<file path="src/hw/rtl/ssm_pkg.sv">
package ssm_pkg;

	localparam int unsigned KEY_W     = 32;
	localparam int unsigned HASH_MULT = 13;

	typedef struct packed {
		logic             valid;
		logic [KEY_W-1:0] key;
		logic [KEY_W-1:0] value;
	} slot_t;

endpackage

</file>
<file path="src/hw/rtl/ssm_way_search.sv">
module ssm_way_search #(
	parameter int unsigned WAYS  = 4,
	parameter int unsigned WAY_W = 2
) (
	input  ssm_pkg::slot_t [WAYS-1:0]  row,
	input  logic [ssm_pkg::KEY_W-1:0]  key,
	input  logic                       excl_en,
	input  logic [WAY_W-1:0]           excl_way,
	output logic                       hit,
	output logic [WAY_W-1:0]           hit_way,
	output logic                       free,
	output logic [WAY_W-1:0]           free_way
);

	// lowest-numbered matching or free way wins
	always_comb begin
		hit      = 1'b0;
		hit_way  = '0;
		free     = 1'b0;
		free_way = '0;
		for (int w = WAYS - 1; w >= 0; w--) begin
			if (row[w].valid && row[w].key == key) begin
				hit     = 1'b1;
				hit_way = WAY_W'(w);
			end
			if (!row[w].valid && !(excl_en && excl_way == WAY_W'(w))) begin
				free     = 1'b1;
				free_way = WAY_W'(w);
			end
		end
	end

endmodule
</file>
<file path="config.mk">
export PLATFORM = sky130hd
export DESIGN_NAME = ssm_way_search
export DESIGN_NICKNAME = d
export VERILOG_FILES = /design/src/hw/rtl/ssm_pkg.sv /design/src/hw/rtl/ssm_way_search.sv
export SDC_FILE = /design/constraint.sdc
export NUM_CORES = 1
export LEC_CHECK = 0
export BUFFER_PORTS_ARGS = -buffer_cell sky130_fd_sc_hd__buf_2
export CAP_MARGIN = 20
export CORE_AREA = 2 2 117 119
export DETAILED_ROUTE_END_ITERATION = 8
export DIE_AREA = 0 0 119 121
export SLEW_MARGIN = 10
export SYNTH_ARGS = -nofsm -noshare
export SYNTH_HDL_FRONTEND = slang
export SYNTH_SLANG_ARGS = --single-unit
</file>
<file path="constraint.sdc">
create_clock -name vclk -period 3.4
set_input_delay 0.34 -clock vclk [all_inputs]
set_output_delay 0.34 -clock vclk [all_outputs]
set_load 0.05 [all_outputs]
</file>
==> results of run 1 <==
## metal layers
| metal | track usage | vias up |
|---|---|---|
| met1 | 0.154 | 886 |
| met2 | 0.217 | 97 |
| met4 | 0.00446 | 0 |
| met3 | 0.0216 | 4 |
| met5 | 0 | - |
| li1 | - | 1030 |
## layout make-up
| class | count | area, um2 | area share |
|---|---|---|---|
| inverter | 1 | 3.75 | 0.00143 |
| timing repair buffer | 173 | 866 | 0.331 |
| tap | 176 | 220 | 0.0841 |
| multi-input combinational | 195 | 1530 | 0.584 |
## metrics by stage
step	setup slack, ns	util	hold slack (ns)	total power [mW]	instances
2_1_floorplan	0.963	-	1.01	0.154	199
3_3_place_gp	0.868	0.200	1.17	0.332	545
3_5_place_dp	0.831	0.200	1.17	0.334	545
4_1_cts	0.825	0.200	1.17	0.336	545
5_1_grt	0.624	0.200	1.20	0.366	545
6_report	0.901	0.200	1.16	0.327	545
## worst min path at each step
stage / end / start / cells past startpoint / slack [ns]
after floorplan: free_way[0] / row[259] / 2 / 1.01
after global placement: free_way[0] / row[259] / 4 / 1.17
after detailed placement: free_way[0] / row[259] / 4 / 1.17
after CTS: free_way[0] / row[259] / 4 / 1.17
after global routing: free_way[0] / row[259] / 4 / 1.20
final: free_way[0] / row[259] / 4 / 1.16
## cell usage after synthesis (all sizes together)
cell	number
o21bai	1
inv	1
nor3	4
and2	1
nand4	21
o22ai	1
nand3	7
a22o	1
nor4	13
nand2b	3
nor2	2
xor2	39
nand3b	1
clkbuf	3
xnor2	89
and3	4
a21oi	3
nand2	4
o21ai	1
## logic make-up (layout without fill, tap and decap cells)
kind of cell           count (synthesis)  after routing  synth area share
AO/OA/AOI/OAI                          7              7            0.0276
AND/OR/NAND/NOR                       60             60             0.237
buffers and inverters                  4            174           0.00972
XOR/XNOR                             128            128             0.726
## power groups by stage
stage | clock (mW) | sequential (mW) | combinational, mW
6_report | 0 | 0 | 0.327
5_1_grt | 0 | 0 | 0.366
4_1_cts | 0 | 0 | 0.336
3_5_place_dp | 0 | 0 | 0.334
3_3_place_gp | 0 | 0 | 0.332
2_1_floorplan | 0 | 0 | 0.154
==> results.py, run 1 <==
metrics = {
    "detailed_routing": {
        "wl_met1_mm": 3.84,
        "viasPerCell": 3.70,
        "ant_nets": 0,
        "initialDrtViolationCount": 39,
        "route.met2.wl_mm": 4.29,
        "dr_total_vias": 2017,
        "top_layer_used": "met4",
        "wl_per_cell_um": 16.2,
        "drtPass1Iterations": 4,
        "drt_wl_total_mm": 8.83,
        "wl_met3_um": 645,
        "drc": 0,
    },
    "pwr": {
        "swShare": 0.484,
        "power.internal_mw": 0.169,
        "power_frac_seq": 0,
        "leakagePower_nw": 1.14,
        "pwr-share-clk": 0,
        "switching_power_mw": 0.158,
        "powerDensity_nw_per_um2": 125,
        "pwr-share-comb": 1.000,
        "vdd_ir_drop_max_uv": 31.3,
    },
    "synth": {
        "synth_top_area_share": 0.505,
        "yosysSeqAreaShare": 0,
        "synth_warnings": 0,
        "post_synth_num_cell_types": 22,
        "syn_area_um2": 1540,
        "syn_nets": 494,
        "syn_inst": 199,
        "yosys.area.top_type": "xnor2_1",
        "avgSynthCellArea_um2": 7.76,
        "synth.area.top_cells": "xnor2_1 (50%), xor2_1 (22%), nand4_1 (8.1%)",
    },
    "clock_network": {
        "ctsHoldBuffers": 0,
        "cts_setup_buffers": 0,
        "ctsResizeCount": 0,
    },
    "timing": {
        "hold_violations": 0,
        "rsz0062_at_grt": "no",
        "min_period_ns": 2.50,
        "slew_viol_final": 0,
        "fin_setup_tns_ns": 0,
        "fin_crit_sh": 0.735,
        "slew-limit-headroom": 0.708,
        "setup_violations": 0,
        "fmax_mhz": 400,
        "worst_slew_pin_slew_ns": 0.434,
    },
    "worst_setup_path": {
        "slowest_stage": "nor4_1",
        "arrival_ns": 2.16,
        "crit_buf_inv": 2,
        "crit_path_start_kind": "input port",
        "endpoint_kind": "output pin",
        "endpoint": "hit_way[0]",
        "crit_type": "input port to output pin",
        "critPathMaxStageDelay_ns": 0.43,
        "path_max_fanout": 4,
        "crit_chain": "buf_2, xnor2_1, nand4_1, nor4_1, nand3_1, nand2b_1, a21oi_1, buf_2",
        "path_delay_family": "simple AND/OR/NAND/NOR gates",
        "path_common_cell": "buf_2",
        "crit_cells": 8,
        "required_ns": 3.06,
        "startpoint": "key[22]",
    },
    "final_layout": {
        "num-fill-cells": 1523,
        "fin_nets": 666,
        "seq_area_um2": 0,
        "area_growth_pct": 69.6,
        "nClkBuffers": 0,
        "final_cell_mix": "buf_2 (173), xnor2_1 (89), xor2_1 (39)",
        "sequential_cell_total": 0,
        "drive_above_1_share": 0.477,
        "num_antenna_cells": 0,
        "layout_commonest_cell": "buf_2",
        "final_cell_area_um2": 2620,
    },
    "die": {
        "die_w_um": 119,
        "die-area_um2": 14400,
        "io_pins": 301,
        "rows": 42,
        "start_util": 0.118,
        "core_um2": 13100,
        "dieHeight_um": 121,
    },
    "grt": {
        "antenna_found_initial": 1,
        "grt_pass1_wl_mm": 12.7,
        "grt_usage": 0.119,
        "gr-total-overflow": 0,
        "grt_max_degree": 5,
        "grt_pass1_vias": 2135,
    },
    "place": {
        "dpl_cell_area_um2": 2620,
        "dp_hpwl_mm": 8.06,
        "port_buffers": 173,
        "place_congestion": 0.770,
    },
    "worst_hold_path": {
        "hp-class": "input port to output pin",
    },
    "outcome": {
        "status": "finished clean",
    },
    "run": {
        "cap_violations": 0,
    },
}
(Power assumes the default switching activity.)
==> inputs of run 2 (changes only) <==
- CORE_AREA: 2 2 117 119 -> 2 2 118 120
- DIE_AREA: 0 0 119 121 -> 0 0 120 122
- clock period: 3.4 -> 2.1 ns (I/O delays scaled with it)
==> run 2 against run 1 <==
Combinational power up 80%; via count up 4.0%; non-clock buffer count up 21; flip-flop and latch count unchanged; worst setup slack worse by 0.87 ns.
==> results.py, run 2 (synthesis gave the netlist of run 1 again) <==
metrics = {
    "outcome": {
        "status": "finished clean",
    },
    "timing": {
        "hold_violations": 0,
        "setup_violations": 0,
        "min_period_ns": 2.06,
        "rsz0062_at_grt": "yes",
        "fin_crit_sh": 0.983,
        "slew-limit-headroom": 0.798,
        "worst_slew_pin_slew_ns": 0.301,
        "fmax_mhz": 484,
        "slew_viol_final": 0,
    },
    "detailed_routing": {
        "drtPass1Iterations": 4,
        "drc": 0,
        "viasPerCell": 3.68,
        "initialDrtViolationCount": 39,
        "drt_wl_total_mm": 9.05,
        "ant_nets": 0,
        "dr_total_vias": 2098,
        "wl_per_cell_um": 15.9,
    },
    "final_layout": {
        "seq_area_um2": 0,
        "nClkBuffers": 0,
        "final_cell_mix": "buf_2 (162), xnor2_1 (87), xor2_1 (36)",
        "sequential_cell_total": 0,
        "fin_nets": 687,
        "final_core_util": 0.224,
        "num_antenna_cells": 0,
        "layout_commonest_cell": "buf_2",
        "drive_above_1_share": 0.554,
        "area_growth_pct": 96.0,
        "num-fill-cells": 1525,
    },
    "grt": {
        "grt_pass1_vias": 2153,
        "gr-total-overflow": 0,
        "grt_pass1_wl_mm": 12.5,
        "met1_usage": 0.143,
        "gr-usage-met2": 0.223,
        "met3_usage": 0.0215,
        "antenna_found_initial": 1,
        "grt.busiest_layer": "met2",
        "grt_usage": 0.117,
        "grt_max_degree": 5,
    },
    "die": {
        "dieHeight_um": 122,
        "die_w_um": 120,
        "start_util": 0.114,
        "rows": 43,
        "die-area_um2": 14600,
        "io_pins": 301,
        "core_um2": 13500,
    },
    "pwr": {
        "leakagePower_nw": 1.33,
        "power_frac_seq": 0,
        "swShare": 0.471,
        "powerDensity_nw_per_um2": 195,
        "pwr-share-clk": 0,
        "switching_power_mw": 0.278,
        "vdd_ir_drop_max_uv": 68.4,
        "pwr-share-comb": 1.000,
        "power.internal_mw": 0.312,
        "p_total_mw": 0.590,
    },
    "worst_setup_path": {
        "path_max_fanout": 4,
        "endpoint_kind": "output pin",
        "required_ns": 1.89,
        "crit_type": "input port to output pin",
        "crit_path_start_kind": "input port",
        "arrival_ns": 1.85,
    },
    "place": {
        "place_congestion": 0.782,
        "port_buffers": 173,
        "dp_hpwl_mm": 8.22,
    },
    "run": {
        "cap_violations": 0,
    },
    "worst_hold_path": {
        "hp-class": "input port to output pin",
    },
    "clock_network": {
        "cts_setup_buffers": 0,
    },
}
[run 2: what timing repair did]
action,CTS,global route
hold buffers,0,0
gates resized for setup,4,37
endpoints found under the setup margin,3,3
pin swaps,0,8
cloned,0,0
[run 2: worst max-delay path, cell delays in order]
cell	delay, ns
buf_6	0.12
xor2_1	0.17
nor4_2	0.33
buf_4	0.18
nand3_4	0.08
nor4_4	0.29
nand2b_4	0.18
nand3b_1	0.15
buf_12	0.15
[run 2: final cells by class]
cell class / count / area, um2 / share of cell area
inverters: 1 / 3.75 / 0.00124
multi-input cells: 195 / 1680 / 0.554
well taps: 180 / 225 / 0.0744
repair buffers: 194 / 1120 / 0.370
[run 2: layer usage]
| layer | wire [um] | vias to the layer above |
|---|---|---|
| met5 | 11 | - |
| met4 | 43 | 2 |
| met3 | 604 | 4 |
| met2 | 4570 | 98 |
| met1 | 3810 | 927 |
| li1 | - | 1067 |
[run 2: final timing paths]
path,startpoint,endpoint,slack (ns),depth (start not counted)
max,key[27],hit,0.04,9
min,row[259],free_way[0],0.91,4
[run 2: power groups by stage]
stage	sequential (mW)	combinational, mW	clock (mW)
2_1_floorplan	0	0.250	0
3_5_place_dp	0	0.576	0
4_1_cts	0	0.583	0
3_3_place_gp	0	0.573	0
5_1_grt	0	0.653	0
6_report	0	0.590	0
[run 2: per-stage QoR]
stage	instances	setup slack (ns)	hold slack, ns	instance area (um2)	TNS [ns]
global route	570	-0.0448	0.944	3030	-0.0448
floorplan	199	0.0543	0.751	1550	0
detailed placement	570	-0.0408	0.916	2840	-0.0805
CTS	570	-0.00979	0.917	2860	-0.00979
finish	570	0.0357	0.912	3030	0
global placement	570	-0.0654	0.917	2840	-0.130
